[src/hw/rtl/assert_macros.svh]
// assertion macros of the forward kinematics block, used by dh_forward_kinematics
// needs clk_i and rst_ni in the scope of each use
`ifndef ASSERT_MACROS_SVH
`define ASSERT_MACROS_SVH

// checked on every rising edge, disabled while in reset
`define DHFK_ASSERT(lbl, prop, msg) \
  lbl: assert property (@(posedge clk_i) disable iff (!rst_ni) prop) else $error(msg);

// implication form, the consequent is checked in the cycle after the antecedent
`define DHFK_ASSERT_NEXT(lbl, ante, cons, msg) \
  lbl: assert property (@(posedge clk_i) disable iff (!rst_ni) (ante) |=> (cons)) \
    else $error(msg);

`endif

[src/hw/rtl/dhfk_pkg.sv]
// types, constants and helper functions of the forward kinematics block
// used by dhfk_cordic and dh_forward_kinematics, no dependencies
package dhfk_pkg;

  localparam int ANG_W = 36;
  localparam int DAT_W = 34;
  localparam int ACC_W = 40;
  localparam int PRD_W = 2 * DAT_W;

  localparam logic signed [ANG_W-1:0] ANG_PI      = 36'sd3373259426;
  localparam logic signed [ANG_W-1:0] ANG_NEG_PI  = -36'sd3373259426;
  localparam logic signed [ANG_W-1:0] ANG_TWO_PI  = 36'sd6746518852;
  localparam logic signed [ANG_W-1:0] ANG_HALF_PI = 36'sd1686629713;
  localparam logic signed [ANG_W-1:0] ANG_NEG_HALF_PI = -36'sd1686629713;
  localparam logic signed [DAT_W-1:0] CORDIC_GAIN = 34'sd652032874;
  localparam logic signed [31:0]      ONE_Q30     = 32'sd1073741824;
  localparam logic signed [PRD_W-1:0] RND_HALF    = 68'sd536870912;

  typedef enum logic [1:0] {
    CS_IDLE,
    CS_REDUCE,
    CS_FOLD,
    CS_ITER
  } cor_state_e;

  typedef enum logic [2:0] {
    S_IDLE,
    S_THETA,
    S_ALPHA,
    S_MAC,
    S_FLUSH,
    S_WRITE
  } fk_state_e;

  // one multiply slot: link term or pose term (row, group, term)
  typedef struct packed {
    logic       link;
    logic [2:0] lk;
    logic [1:0] row;
    logic [1:0] grp;
    logic [1:0] kk;
  } mac_tag_t;

  function automatic logic [31:0] atan_f(input logic [4:0] idx);
    logic [31:0] v;
    case (idx)
      5'd0:  v = 32'h3243F6A8;
      5'd1:  v = 32'h1DAC6705;
      5'd2:  v = 32'h0FADBAFC;
      5'd3:  v = 32'h07F56EA6;
      5'd4:  v = 32'h03FEAB76;
      5'd5:  v = 32'h01FFD55B;
      5'd6:  v = 32'h00FFFAAA;
      5'd7:  v = 32'h007FFF55;
      5'd8:  v = 32'h003FFFEA;
      5'd9:  v = 32'h001FFFFD;
      5'd10: v = 32'h000FFFFF;
      5'd11: v = 32'h0007FFFF;
      5'd12: v = 32'h0003FFFF;
      5'd13: v = 32'h0001FFFF;
      5'd14: v = 32'h0000FFFF;
      5'd15: v = 32'h00007FFF;
      5'd16: v = 32'h00003FFF;
      5'd17: v = 32'h00001FFF;
      5'd18: v = 32'h00000FFF;
      5'd19: v = 32'h000007FF;
      5'd20: v = 32'h000003FF;
      5'd21: v = 32'h000001FF;
      5'd22: v = 32'h000000FF;
      5'd23: v = 32'h0000007F;
      5'd24: v = 32'h0000003F;
      5'd25: v = 32'h0000001F;
      5'd26: v = 32'h0000000F;
      5'd27: v = 32'h00000008;
      5'd28: v = 32'h00000004;
      5'd29: v = 32'h00000002;
      5'd30: v = 32'h00000001;
      default: v = 32'h00000000;
    endcase
    return v;
  endfunction

  function automatic logic signed [31:0] sat32(input logic signed [ACC_W-1:0] v);
    logic signed [31:0] r;
    if (v > ACC_W'(64'sd2147483647)) begin
      r = 32'sh7FFFFFFF;
    end else if (v < ACC_W'(-64'sd2147483648)) begin
      r = 32'sh80000000;
    end else begin
      r = v[31:0];
    end
    return r;
  endfunction

endpackage

[src/hw/rtl/dhfk_cordic.sv]
// iterative cordic sine and cosine, one micro-rotation per cycle
// depends on dhfk_pkg (atan table, angle constants)
module dhfk_cordic #(
  parameter int Steps = 16
) (
  input  logic                            clk_i,
  input  logic                            rst_ni,
  input  logic                            start_i,
  input  logic signed [16:0]              angle_i,
  output logic                            done_o,
  output logic signed [dhfk_pkg::DAT_W-1:0] sin_o,
  output logic signed [dhfk_pkg::DAT_W-1:0] cos_o
);
  import dhfk_pkg::*;

  localparam int Iters = (Steps < 31) ? Steps : 31;
  localparam logic [4:0] LastIter = 5'(Iters - 1);

  cor_state_e              state_q, state_d;
  logic signed [ANG_W-1:0] z_q, z_d, atan_s;
  logic signed [DAT_W-1:0] x_q, x_d, y_q, y_d, xsh, ysh;
  logic                    neg_q, neg_d, done_q, done_d;
  logic [4:0]              i_q, i_d;

  assign xsh    = x_q >>> i_q;
  assign ysh    = y_q >>> i_q;
  assign atan_s = signed'({4'b0000, atan_f(i_q)});

  always_comb begin
    state_d = state_q;
    z_d     = z_q;
    x_d     = x_q;
    y_d     = y_q;
    neg_d   = neg_q;
    i_d     = i_q;
    done_d  = 1'b0;
    unique case (state_q)
      CS_IDLE: begin
        if (start_i) begin
          z_d     = {{2{angle_i[16]}}, angle_i, 17'b0};
          x_d     = CORDIC_GAIN;
          y_d     = '0;
          neg_d   = 1'b0;
          i_d     = '0;
          state_d = CS_REDUCE;
        end
      end
      CS_REDUCE: begin
        // wrap into [-pi, pi]; a single add or subtract of two pi covers the 17-bit input range
        if (z_q > ANG_PI) begin
          z_d = z_q - ANG_TWO_PI;
        end else if (z_q < ANG_NEG_PI) begin
          z_d = z_q + ANG_TWO_PI;
        end else begin
          state_d = CS_FOLD;
        end
      end
      CS_FOLD: begin
        if (z_q > ANG_HALF_PI) begin
          z_d   = z_q - ANG_PI;
          neg_d = 1'b1;
        end else if (z_q < ANG_NEG_HALF_PI) begin
          z_d   = z_q + ANG_PI;
          neg_d = 1'b1;
        end
        state_d = CS_ITER;
      end
      CS_ITER: begin
        if (!z_q[ANG_W-1]) begin
          x_d = x_q - ysh;
          y_d = y_q + xsh;
          z_d = z_q - atan_s;
        end else begin
          x_d = x_q + ysh;
          y_d = y_q - xsh;
          z_d = z_q + atan_s;
        end
        i_d = i_q + 5'd1;
        if (i_q == LastIter) begin
          state_d = CS_IDLE;
          done_d  = 1'b1;
        end
      end
      default: state_d = CS_IDLE;
    endcase
  end

  always_ff @(posedge clk_i or negedge rst_ni) begin
    if (!rst_ni) begin
      state_q <= CS_IDLE;
      done_q  <= 1'b0;
    end else begin
      state_q <= state_d;
      done_q  <= done_d;
    end
  end

  always_ff @(posedge clk_i) begin
    z_q   <= z_d;
    x_q   <= x_d;
    y_q   <= y_d;
    neg_q <= neg_d;
    i_q   <= i_d;
  end

  assign done_o = done_q;
  assign sin_o  = neg_q ? -y_q : y_q;
  assign cos_o  = neg_q ? -x_q : x_q;

endmodule

[config.mk]
export PLATFORM = sky130hd
export DESIGN_NAME = dhfk_cordic
export DESIGN_NICKNAME = d
export VERILOG_FILES = /design/src/hw/rtl/assert_macros.svh /design/src/hw/rtl/dhfk_pkg.sv /design/src/hw/rtl/dhfk_cordic.sv
export SDC_FILE = /design/constraint.sdc
export NUM_CORES = 1
export LEC_CHECK = 0
export BUFFER_PORTS_ARGS = -buffer_cell sky130_fd_sc_hd__buf_2
export CELL_PAD_IN_SITES_DETAIL_PLACEMENT = 1
export CELL_PAD_IN_SITES_GLOBAL_PLACEMENT = 2
export CORE_ASPECT_RATIO = 0.5
export CORE_MARGIN = 2
export CORE_UTILIZATION = 25
export DETAILED_ROUTE_END_ITERATION = 8
export GPL_ROUTABILITY_DRIVEN = 0
export PLACE_DENSITY_LB_ADDON = 0.1
export RECOVER_POWER = 50
export SLEW_MARGIN = 15
export SYNTH_ARGS = -nofsm -noshare
export SYNTH_HDL_FRONTEND = slang
export SYNTH_SLANG_ARGS = --single-unit
[constraint.sdc]
create_clock -name clk_i -period 16.6 [get_ports clk_i]
set_input_delay 1.66 -clock clk_i [delete_from_list [all_inputs] [get_ports clk_i]]
set_output_delay 1.66 -clock clk_i [all_outputs]
set_load 0.01 [all_outputs]
Word-level counts from Yosys, hierarchy flattened
Memories as Yosys holds them, arrays and structs flattened. A register that Yosys moved wholly into a read port is not among the register bits.
Index checks and enable logic that the tools add are counted.
{"block": "word_totals", "memories": 1, "romBits": 960, "output_inout_bits": 69, "reg_bits": 113}
{"block": "classes", "add_sub_neg": 13, "shifts": 2, "n_eq_ne": 10, "reduce_logical": 7, "muxes": 29, "magnitude_cmp": 4}
{"memory": "(name not given)", "depth": 32, "width": 30, "read_ports": 1, "rd_clocked_by_memory_dff": 1, "write_ports": 0, "line_no": "dhfk_pkg.sv:46", "source": "case (idx)"}
{"op": "$mux 36", "n": 6}
{"op": "$mux 34", "n": 6}
{"op": "$pmux 36 s4", "n": 1}
{"op": "$pmux 34 s2", "n": 2}
{"op": "$add 34x34->34", "n": 2}
{"op": "$neg 34->34", "n": 2}
{"op": "$sshr 34x5->34", "n": 2}
{"op": "$sub 34x34->34", "n": 2}
{"op": "$add 36x33->36", "n": 1}
{"op": "$add 36x33->36 const B", "n": 1}
{"op": "$add 36x34->36 const B", "n": 1}
{"op": "$gt 36x32->1 const B", "n": 1}
{"op": "$gt 36x33->1 const B", "n": 1}
{"op": "$lt 36x32->1 const B", "n": 1}
{"op": "$lt 36x33->1 const B", "n": 1}
{"op": "$sub 36x33->36", "n": 1}
{"op": "$sub 36x33->36 const B", "n": 1}
{"op": "$sub 36x34->36 const B", "n": 1}
{"op": "$mux 5", "n": 2}
{"op": "$pmux 5 s2", "n": 1}
{"op": "$mux 2", "n": 4}
{"op": "$ne 2x2->1 const B", "n": 4}
{"op": "$pmux 2 s4", "n": 1}
{"op": "$ne 3x3->1 const B", "n": 2}
{"op": "11 further kinds", "n": 18}

Longest topological paths before layout
Gate-level depths: netlist of the first run.
{"block": "depth", "word_depth": 4, "depth_mapped": 28, "ltp_nobuf": 24}

Worst setup path before layout of the first run
No wires, ideal clock.
{"block": "synth_timing", "path_type": "flip-flop to flip-flop", "startpoint": "reg i_q[1]", "endpoint": "reg x_q[32], data pin", "period_less_slack_ns": 6.002, "setup_slack_ns": 10.598, "path_stages_with_launch": 26, "t_required_ns": 16.334, "path_buffers": 5, "t_arrival_ns": 5.736, "cell_sequence": "edfxtp_1 -> buf_2 -> buf_2 -> buf_6 -> buf_4 -> buf_2 -> mux4_2 -> a221oi_1 -> nor2_1 -> nor2_1 -> ha_1 -> inv_1 -> or4_1 -> nor2b_1 -> nor2b_1 -> nor2_1 -> xnor2_1 -> ha_1 -> nand3_1 -> or3_1 -> o31a_1 -> o31a_1 -> a221oi_1 -> o41a_1 -> xnor2_1 -> nor2_1"}
{"block": "synth_between", "elab_chain_cells": 4}
{"item": "start, declared", "line_no": "dhfk_cordic.sv:23", "source": "logic [4:0] i_q, i_d;"}
{"item": "start signal, assigned", "line_no": "dhfk_cordic.sv:103", "source": "i_q <= i_d;"}
{"item": "$sshr 34x5->34 (*)", "line_no": "dhfk_cordic.sv:26", "source": "assign ysh = y_q >>> i_q;"}
{"item": "$sub 34x34->34 or $add 34x34->34 (tied branches)", "line_no": "dhfk_cordic.sv:70, dhfk_cordic.sv:74"}
{"item": "$mux 34 (*)", "line_no": "dhfk_cordic.sv:69", "source": "if (!z_q[ANG_W-1]) begin"}
{"item": "$pmux 34 s2 (*)", "line_no": "dhfk_cordic.sv:37", "source": "unique case (state_q)"}
{"item": "end signal, assigned", "line_no": "dhfk_cordic.sv:100", "source": "x_q <= x_d;"}
{"item": "end, declared", "line_no": "dhfk_cordic.sv:21", "source": "logic signed [DAT_W-1:0] x_q, x_d, y_q, y_d, xsh, ysh;"}
Every way passes the cells marked *; elsewhere a longest branch is shown, timed or not.
A chain may end at the register's enable or synchronous reset.

Worst setup path after layout of the first run
{"block": "layout_timing", "startpoint": "reg i_q[0]", "endpoint": "reg x_q[28], data pin"}
Same word-level chain as after synthesis.

==> out/qor.txt, run 1 <==
Status: finished, violations left
Failing checks: capacitance limit, slew limit
Global Route Usage Sum: 21.0%
Hold path depth: 2
Largest cells by area after synthesis: edfxtp_1, ha_1, mux4_2
Final WS setup: 5970 ps
Cts repair resizes: 0
Area share of the largest cell type after synthesis: 15.0%
DR iter-0 viols: 1343
Placement Setup Slack: 8800 ps
CP arrival: 10890 ps
Synth Area in Simple Gates: 19.5%
Slowest cell delay on critical path: 2440 ps
Fmax: 94.1 MHz
Yosys warnings: 0
WP depth: 21
Grt ovf: 0
Yosys cell types: 103
Sequential fraction of the synthesis area: 18.1%
Routed WL: 95.1 mm
Post-route setup TNS: 0 ps
Post-Synth Adder-Cell Area: 9.24%
Worst Hold Class: reg2reg
Largest net degree at the start of global routing: 65
Drt drc: 0
Fillers: 10400
CTS root buffer: clkbuf_16
Pre-Repair DR Iteration Count: 6
CTS sink cnt: 143
Maxcap violations: 9
Detail Route Antenna Nets: 0
WS Path Type: reg2reg
Net Count, Synth: 2917
Fin util: 27.8%
Most frequent cells in the layout: nor2_1, nand2_1, a21oi_1
Die Area: 90500 um2
Largest family of logic cells by synthesized area: compound AO/OA/AOI/OAI gates
Die W: 423 um
Die Y: 214 um
Vias in the first global route: 22100
CTS tree: yes
Area leader, netlist: edfxtp_1
Rel. slew slack: -132%
DP HPWL: 72.3 mm
Antenna violations before repair: 5
Crit path capture type: register
Core area: 86500 um2
# rows: 76
Post-synth EDFFs: 110
Num CTS Buffers: 17
CP max stage cell: clkbuf_1
Compound-gate portion of the synthesized area: 25.3%
Synth Area in XOR/XNOR: 11.9%
Count of state elements after synthesis: 143
IO Port Bufs: 88
I/O pin count: 89
Crit-path max FO: 54
Post-synthesis mux area share: 11.3%
H-tree depth: 4
Starting Density: 25.4%
Tmin final: 10630 ps
Vias: 21400
Worst-margin pin slew: 3490 ps
Layout cells sized above 1: 10.5%
Maximum root-to-sink buffer count: 2
Vias per std cell: 5.49
Drt wl/cell: 24.4 um
Inst Count DP: 3862
Top_reg_cell synth: edfxtp_1
CTS Hold Buffers Added: 0
Avg Cell Area, Syn: 8.03 um2
Post-route clock period utilization: 64.0%
Crit path max-delay family: buffers and inverters
Post-CTS setup buffers: 0
Cell Count, Final, Fillers Out: 3895
Clock latency on the worst-skew pair: 540 ps
R2R depth: 21
RSZ-0062 raised after global routing: false
Worst-path cell chain: clkbuf_1 -> clkbuf_1 -> mux4_2 -> mux4_2 -> a221oi_4 -> o2111ai_1 -> nor3_1 -> nor2b_1 -> and2_1 -> nor2b_1 -> a21oi_1 -> xnor2_1 -> ha_1 -> inv_1 -> or3_1 -> o31a_1 -> o31a_1 -> a221oi_1 -> a21oi_1 -> xor2_1 -> nor2_1
Gate Count Post-Synth: 2737
Worst Path Required: 16860 ps
Max Slew Vio Count: 360
Final setup viols: 0
Multi-input logic area: 17000 um2
Nets: 2891
Area Growth Syn to Fin: 9.28%
Register area: 3980 um2
Clock Skews: 20.0 ps
Worst-path clk slew: 70 ps
WP buf/inv: 3
Worst setup SP type: register
Final hold viol count: 0
Async S/R FF share, synth: 2.10%
Most common cell after layout, fill and taps aside: nor2_1
Synthesized area: 22000 um2
Global-route wire length before repair: 144 mm
[per-layer routing]
| metal | track usage, % | vias to the layer above | wire, um |
|---|---|---|---|
| li1 | - | 10200 | - |
| met3 | 3.29 | 79 | 3260 |
| met5 | 0 | - | 0 |
| met4 | 5.02 | 0 | 1710 |
| met1 | 28.5 | 10700 | 46200 |
| met2 | 35.0 | 382 | 43900 |
[cells in the mapped netlist (58+ instances only)]
cell	number
nor2_1	277
nor3_1	76
a21o_1	79
nand2_1	249
ha_1	156
xor2_1	126
o21ai_0	151
mux4_2	72
clkbuf_1	139
a21oi_1	221
inv_1	63
edfxtp_1	110
xnor2_1	173
a31oi_1	58
[worst min-delay path, cell delays in order (launching register included)]
cell	delay [ps]
dfrtp_1	430
nor2_1	120
a21oi_1	50
[metrics by stage]
stage                     hold WS, ps  instance area, um2
final                             634               24000
after detailed placement          620               23500
after global placement            610               23500
after global routing              700               24000
after floorplan                   551               22000
after CTS                         632               24100
[worst paths after layout]
kind	slack, ps	from	end
worst max-delay path	5970	i_q[0]$_DFFE_PP_	x_q[28]$_SDFFCE_PN0P_
worst min-delay path	630	state_q[0]$_DFFE_PN0P_	state_q[0]$_DFFE_PN0P_
worst max register to register	5970	i_q[0]$_DFFE_PP_	x_q[28]$_SDFFCE_PN0P_
worst min register to register	630	state_q[0]$_DFFE_PN0P_	state_q[0]$_DFFE_PN0P_
max in group asynchronous	15500	rst_ni	state_q[1]$_DFFE_PN0P_
min in group asynchronous	930	rst_ni	done_o$_DFF_PN0_
[sequential cells by signal (all words and copies together) (netlist names)]
| name | flops |
|---|---|
| z_q | 36 |
| i_q | 5 |
| done_o | 1 |
| y_q | 34 |
| x_q | 34 |
| atan_s | 30 |
| state_q | 2 |
| neg_q | 1 |
[area by class of cell]
cell class / count / share of cell area, %
Antenna cell: 1 / 0.0104
Clock buffer: 19 / 1.93
Clock inverter: 13 / 0.490
Inverter: 66 / 1.04
Multi-Input combinational cell: 2343 / 70.7
Sequential cell: 143 / 16.6
Tap cell: 1170 / 6.09
Timing Repair Buffer: 140 / 3.18
[cells by family (layout without fill, tap and decap cells)]
kind of cell               after synthesis  count (layout)
DFF                                    143             143
and+or+nand+nor                        894             894
buffers and inverters                  251             238
other                                    0               1
AOI/OAI and AO/OA                      836             836
adders and majority gates              160             160
muxes                                  154             154
xor gates and xnor gates               299             299
Power of run 1 is not shown: default switching activity piles up to over one toggle a cycle in this logic, so the estimate is an artifact.
==> inputs of run 2 (changes only) <==
- ABC_AREA: default -> 1
- clock period: 16.6 -> 9.1 ns (I/O delays scaled with it)
==> run 2 against run 1 <==
  * The run still ends with capacitance limit, slew limit left
  * Critical path depth is the same
  * Clock skew grew 2.7 ps
  * Die area grew 9.7%
  * Final area grew 9.3%
  * Via count grew 30%
  * Cell count grew 38%
  * Critical endpoint is now x_q[33]$_SDFFCE_PN0P_
==> out/qor.txt, run 2 <==
Register area: 3980 um2 (unchanged)
CTS root buffer: clkbuf_16
Maxcap violations: 8 (-1)
IO Port Bufs: 88 (unchanged)
Clock latency on the worst-skew pair: 540 ps (about the same)
Worst-path clk slew: 80 ps (about the same)
Antenna violations before repair: 1 (-4)
Starting Density: 25.3% (-0.12 points)
Vias in the first global route: 28400 (+29%)
Largest net degree at the start of global routing: 72 (+11%)
Synthesized area: 24100 um2 (+9.8%)
Gate Count Post-Synth: 4102 (+50%)
DR iter-0 viols: 1957 (+46%)
Final hold viol count: 0 (unchanged)
Routed WL: 119 mm (+25%)
Core area: 95500 um2 (+10%)
Clock Skews: 22.7 ps (+2.69 ps)
Worst Hold Class: in2async
Pre-Repair DR Iteration Count: 5 (-1)
Area leader, netlist: nand2_1
# rows: 80 (+5.3%)
Top_reg_cell synth: edfxtp_1
Count of state elements after synthesis: 143 (unchanged)
Grt ovf: 0 (unchanged)
Rel. slew slack: -164% (-31 points)
Cts repair resizes: 0 (unchanged)
WS Path Type: reg2reg
Avg Cell Area, Syn: 5.89 um2 (-27%)
Max Slew Vio Count: 325 (-9.7%)
Post-route clock period utilization: 80.7% (+17 points)
CP arrival: 7620 ps (-3270 ps)
DP HPWL: 94.9 mm (+31%)
Worst setup SP type: register
Area Growth Syn to Fin: 8.69%
Largest cells by area after synthesis: nand2_1, edfxtp_1, nand3_1
Multi-input logic area: 17900 um2 (+5.3%)
Detail Route Antenna Nets: 0 (unchanged)
Failing checks: capacitance limit, slew limit
I/O pin count: 89 (unchanged)
Drt wl/cell: 22.2 um (-9.1%)
Most frequent cells in the layout: nand2_1, nand3_1, nor2_1
Reg with most FFs: z_q
Maximum root-to-sink buffer count: 2 (unchanged)
Most common cell after layout, fill and taps aside: nand2_1
Routing usage on met2: 38.8% (+3.8 points)
Biggest regs: z_q: 36 flops, x_q: 34 flops, y_q: 34 flops
Worst-margin pin slew: 3950 ps (+469 ps)
Die W: 443 um (+4.8%)
Final WS setup: 1760 ps (-4210 ps)
CTS Hold Buffers Added: 0 (unchanged)
Net Count, Synth: 4282 (+47%)
Number of flip-flops in the largest register: 36 (unchanged)
R2r startpoint: i_q[3]$_DFFE_PP_
Vias: 27900 (+30%)
Final setup viols: 0 (unchanged)
Crit path capture type: register
Nets: 4264 (+47%)
Synth cell count leaders: nand2_1, nand3_1, nor2_1
Sequential fraction of the synthesis area: 16.5% (-1.6 points)
Gr busiest metal: met2
Yosys warnings: 0 (unchanged)
Layout cells sized above 1: 5.03% (-5.5 points)
Most common cell in the netlist: nand2_1
CTS sink cnt: 143 (unchanged)
Drt drc: 0 (unchanged)
M3 GR Usage: 2.60% (-0.69 points)
Critical path origin: i_q[3]$_DFFE_PP_
Post-synth EDFFs: 110 (unchanged)
Yosys cell types: 61 (-41%)
Vias per std cell: 5.20 (-5.4%)
CTS tree: yes
Die Area: 99200 um2 (+9.7%)
Crit-path max FO: 53 (-1.9%)
Async S/R FF share, synth: 2.10% (unchanged)
Post-CTS setup buffers: 0 (unchanged)
H-tree depth: 4 (unchanged)
Met1 Usage GRT: 33.5% (+5.0 points)
Area share of the largest cell type after synthesis: 15.1% (+0.053 points)
Global Route Usage Sum: 23.8% (+2.8 points)
Fillers: 12500 (+21%)
Status: finished, violations left
RSZ-0062 raised after global routing: false
Num CTS Buffers: 17 (unchanged)
Placement Setup Slack: 2840 ps (-5960 ps)
Fmax: 136 MHz (+45%)
Global-route wire length before repair: 180 mm (+25%)
Die Y: 224 um (+4.7%)
Worst Path Required: 9370 ps (-7490 ps)
Post-route setup TNS: 0 ps (unchanged)
Tmin final: 7340 ps (-3290 ps)
## run 2: changes by cell type in the layout (fill, tap and decap cells not counted), sizes merged, moves of 72 or more
cell / delta
mux4: -72
o21ai: +129
nand3: +540
inv: +351
xnor2: -114
nand2: +739
a21oi: +116
nor2: +187
## run 2: final timing paths
check	end	slack (ps)	cells after the start
hold reg to reg	state_q[0]$_DFFE_PN0P_	580	2
min in group clk_i	state_q[0]$_DFFE_PN0P_	580	2
setup reg to reg	x_q[33]$_SDFFCE_PN0P_	1760	21
setup / recovery	x_q[33]$_SDFFCE_PN0P_	1760	21
max in group asynchronous	state_q[0]$_DFFE_PN0P_	8760	1
hold / removal	done_o$_DFF_PN0_	180	1
## run 2: final cells by class
| type | count | share of cell area, % |
|---|---|---|
| Antenna cell | 1 | 0.00954 |
| Tap cell | 1271 | 6.06 |
| Sequential cell | 143 | 15.2 |
| Clock inverter | 11 | 0.429 |
| Timing Repair Buffer | 119 | 2.24 |
| Inverter | 421 | 6.02 |
| Clock buffer | 21 | 1.96 |
| Multi-Input combinational cell | 3382 | 68.1 |
## run 2: per-layer routing
layer	share of wire [%]	up-vias	wire, um
met5	0	-	0
met4	1.8	0	2170
met3	2.6	93	3120
met2	45	401	53700
met1	51	13500	60200
li1	-	13900	-
## run 2: critical path: stages, from the launching register on
cell      delay [ps]
edfxtp_1         330
clkbuf_1        1990
nand2_1          810
a21boi_1         370
o21ai_1          390
nor2_1           110
nand2_1           70
o21ai_1           80
xor2_1           240
inv_1            120
ha_1             390
nand2_1          130
nor2_1           350
nand4_1          130
o21ai_0          680
nand4_1          210
nand2_1          170
nand2_1           70
nand2_1          120
nand3_1           90
nand2_1           60
nor2_1            70
## run 2: logic make-up (layout without fill, tap and decap cells)
group           count (synthesis)  after routing  share of synthesized area [%]
flops                         143            143                           16.5
xor+xnor                      189            189                           6.86
buf+inv                       577            572                           9.48
fa+ha+maj                     160            160                           8.42
simple gates                 2233           2233                           40.4
other cells                     0              1                              0
compound gates                800            800                           18.4
## run 2: per-stage QoR
| step | cell area, um2 | cells | utilization (%) | hold slack, ps |
|---|---|---|---|---|
| 2_1_floorplan | 24100 | 4102 | - | 506 |
| 3_3_place_gp | 25700 | 5336 | 26.9 | 559 |
| 3_5_place_dp | 25700 | 5336 | 26.9 | 561 |
| 4_1_cts | 26300 | 5368 | 27.6 | 128 |
| 5_1_grt | 26200 | 5369 | 27.5 | 168 |
| 6_report | 26200 | 5369 | 27.5 | 184 |
Power of run 2 is left out for the same reason.
==> inputs of run 3 (changes only) <==
- clock period: 9.1 -> 7.2 ns (I/O delays scaled with it)
==> run 3 against run 2 <==
  * Cell count grew 0.15%
  * Clock skew grew 3.8 ps
  * Core utilization is essentially flat
  * The run still ends with capacitance limit, slew limit left
  * Critical path depth shrank 10
  * Worst hold slack gained 290 ps
==> out/qor.txt, run 3 (synthesized netlist as in run 2, its figures left out) <==
Status: finished, violations left
Failing checks: capacitance limit, slew limit
Crit path max-delay family: buffers and inverters
Antenna violations before repair: 1 (unchanged)
H-tree depth: 4 (unchanged)
# rows: 80 (unchanged)
Global-route wire length before repair: 182 mm (+0.93%)
Die W: 443 um (unchanged)
Final setup viols: 0 (unchanged)
R2R depth: 11 (-48%)
Drt drc: 0 (unchanged)
Post-route clock period utilization: 88.7% (+8.0 points)
I/O pin count: 89 (unchanged)
Drt wl/cell: 22.4 um (+0.71%)
Crit path capture type: register
Reg with most FFs: z_q
Area Growth Syn to Fin: 8.84%
WP buf/inv: 5 (+3)
Routed WL: 120 mm (+0.86%)
CP max stage cell: clkbuf_1
WP depth: 11 (-48%)
CTS tree: yes
Fmax: 157 MHz (+15%)
Nets: 4273 (+0.21%)
Worst Path Required: 7560 ps (-1810 ps)
Flop-to-flop setup slack: 810 ps (-940 ps)
Fillers: 12600 (+0.48%)
IO Port Bufs: 88 (unchanged)
Detail Route Antenna Nets: 0 (unchanged)
Clock Skews: 26.5 ps (+3.78 ps)
CTS root buffer: clkbuf_16
Worst-path cell chain: ha_1 -> clkbuf_1 -> inv_2 -> clkbuf_2 -> nor2_1 -> nand2_1 -> o21ai_0 -> buf_4 -> clkinv_1 -> nand2_1 -> o21ai_0
WS Path Type: reg2reg
Vias in the first global route: 28800 (+1.3%)
Maximum root-to-sink buffer count: 2 (unchanged)
Cts repair resizes: 0 (unchanged)
Worst setup SP type: register
Crit-path max FO: 61 (+15%)
Global Route Usage Sum: 24.0% (+0.22 points)
R2r startpoint: state_q[0]$_DFFE_PN0P_
Die Area: 99200 um2 (unchanged)
Worst Hold Class: in2reg
CTS sink cnt: 143 (unchanged)
Worst-path clk slew: 80 ps (about the same)
CP arrival: 6740 ps (-880 ps)
Slowest cell delay on critical path: 2860 ps (+870 ps)
Number of flip-flops in the largest register: 36 (unchanged)
Starting Density: 25.3% (unchanged)
Pre-Repair DR Iteration Count: 5 (unchanged)
Largest net degree at the start of global routing: 72 (unchanged)
Grt ovf: 0 (unchanged)
Biggest regs: z_q: 36 flops, x_q: 34 flops, y_q: 34 flops
Most common cell after layout, fill and taps aside: nand2_1
Worst-margin pin slew: 4090 ps (+137 ps)
Die Y: 224 um (unchanged)
Reg2reg end: atan_s[2]$_DFF_P_
Vias per std cell: 5.24 (+0.87%)
Critical path origin: state_q[0]$_DFFE_PN0P_
CP Capture Point: atan_s[2]$_DFF_P_
Num CTS Buffers: 17 (unchanged)
Tmin final: 6390 ps (-955 ps)
Layout cells sized above 1: 5.41% (+0.38 points)
DR iter-0 viols: 1686 (-14%)
Core area: 95500 um2 (unchanged)
Register area: 3980 um2 (unchanged)
Max Slew Vio Count: 221 (-32%)
Vias: 28200 (+1.0%)
Clock latency on the worst-skew pair: 540 ps (about the same)
Multi-input logic area: 17900 um2 (about the same)
Most frequent cells in the layout: nand2_1, nand3_1, nor2_1
Maxcap violations: 6 (-2)
Post-route setup TNS: 0 ps (unchanged)
Rel. slew slack: -173% (-9.2 points)
DP HPWL: 96.1 mm (+1.3%)
Final hold viol count: 0 (unchanged)
Ant diodes: 0 (-1)
Hold path depth: 3
RSZ-0062 raised after global routing: false
[run 3: what timing repair did]
action,CTS,global route
endpoints found under the hold margin,3,0
endpoints found under the setup margin,0,0
setup buffers,0,0
hold buffers,1,0
[run 3: layout make-up]
type                    instances  share of cell area [%]
multi-input cells            3382                    68.0
flip-flops and latches        143                    15.1
well taps                    1271                    6.05
inverters                     421                    6.01
repair buffers                128                    2.57
clock buffers                  18                    1.71
clock inverters                14                   0.524
[run 3: worst min path at each step]
stage / from / end
after global routing: angle_i[15] / z_q[32]$_DFFE_PP_
final: angle_i[15] / z_q[32]$_DFFE_PP_
after detailed placement: rst_ni / state_q[1]$_DFFE_PN0P_
after floorplan: rst_ni / done_o$_DFF_PN0_
after global placement: rst_ni / state_q[1]$_DFFE_PN0P_
after CTS: angle_i[15] / z_q[32]$_DFFE_PP_
[run 3: per-stage QoR]
stage	instances	hold slack, ps	worst slack (ps)	instance area, um2	util, %
after floorplan	4102	424	2880	24100	-
after global placement	5344	517	1350	25800	27.0
after detailed placement	5344	517	1330	25800	27.0
after CTS	5377	440	1300	26400	27.6
after global routing	5377	478	320	26300	27.5
final	5377	471	814	26300	27.5
[run 3: routing by layer]
metal  vias up  wire length, um  global-route usage [%]
met2       402            54300                    39.3
met1     13800            60600                    33.8
li1      13900                -                       -
met3        94             3010                    2.25
met5         -                0                       0
met4         0             2370                    5.85
[run 3: worst reg2reg max path, cell delays in order (launching register included)]
cell	delay [ps]
dfrtp_1	410
ha_1	190
clkbuf_1	2860
inv_2	60
clkbuf_2	1050
nor2_1	480
nand2_1	90
o21ai_0	100
buf_4	270
clkinv_1	280
nand2_1	200
o21ai_0	240
Power of run 3 is left out for the same reason.
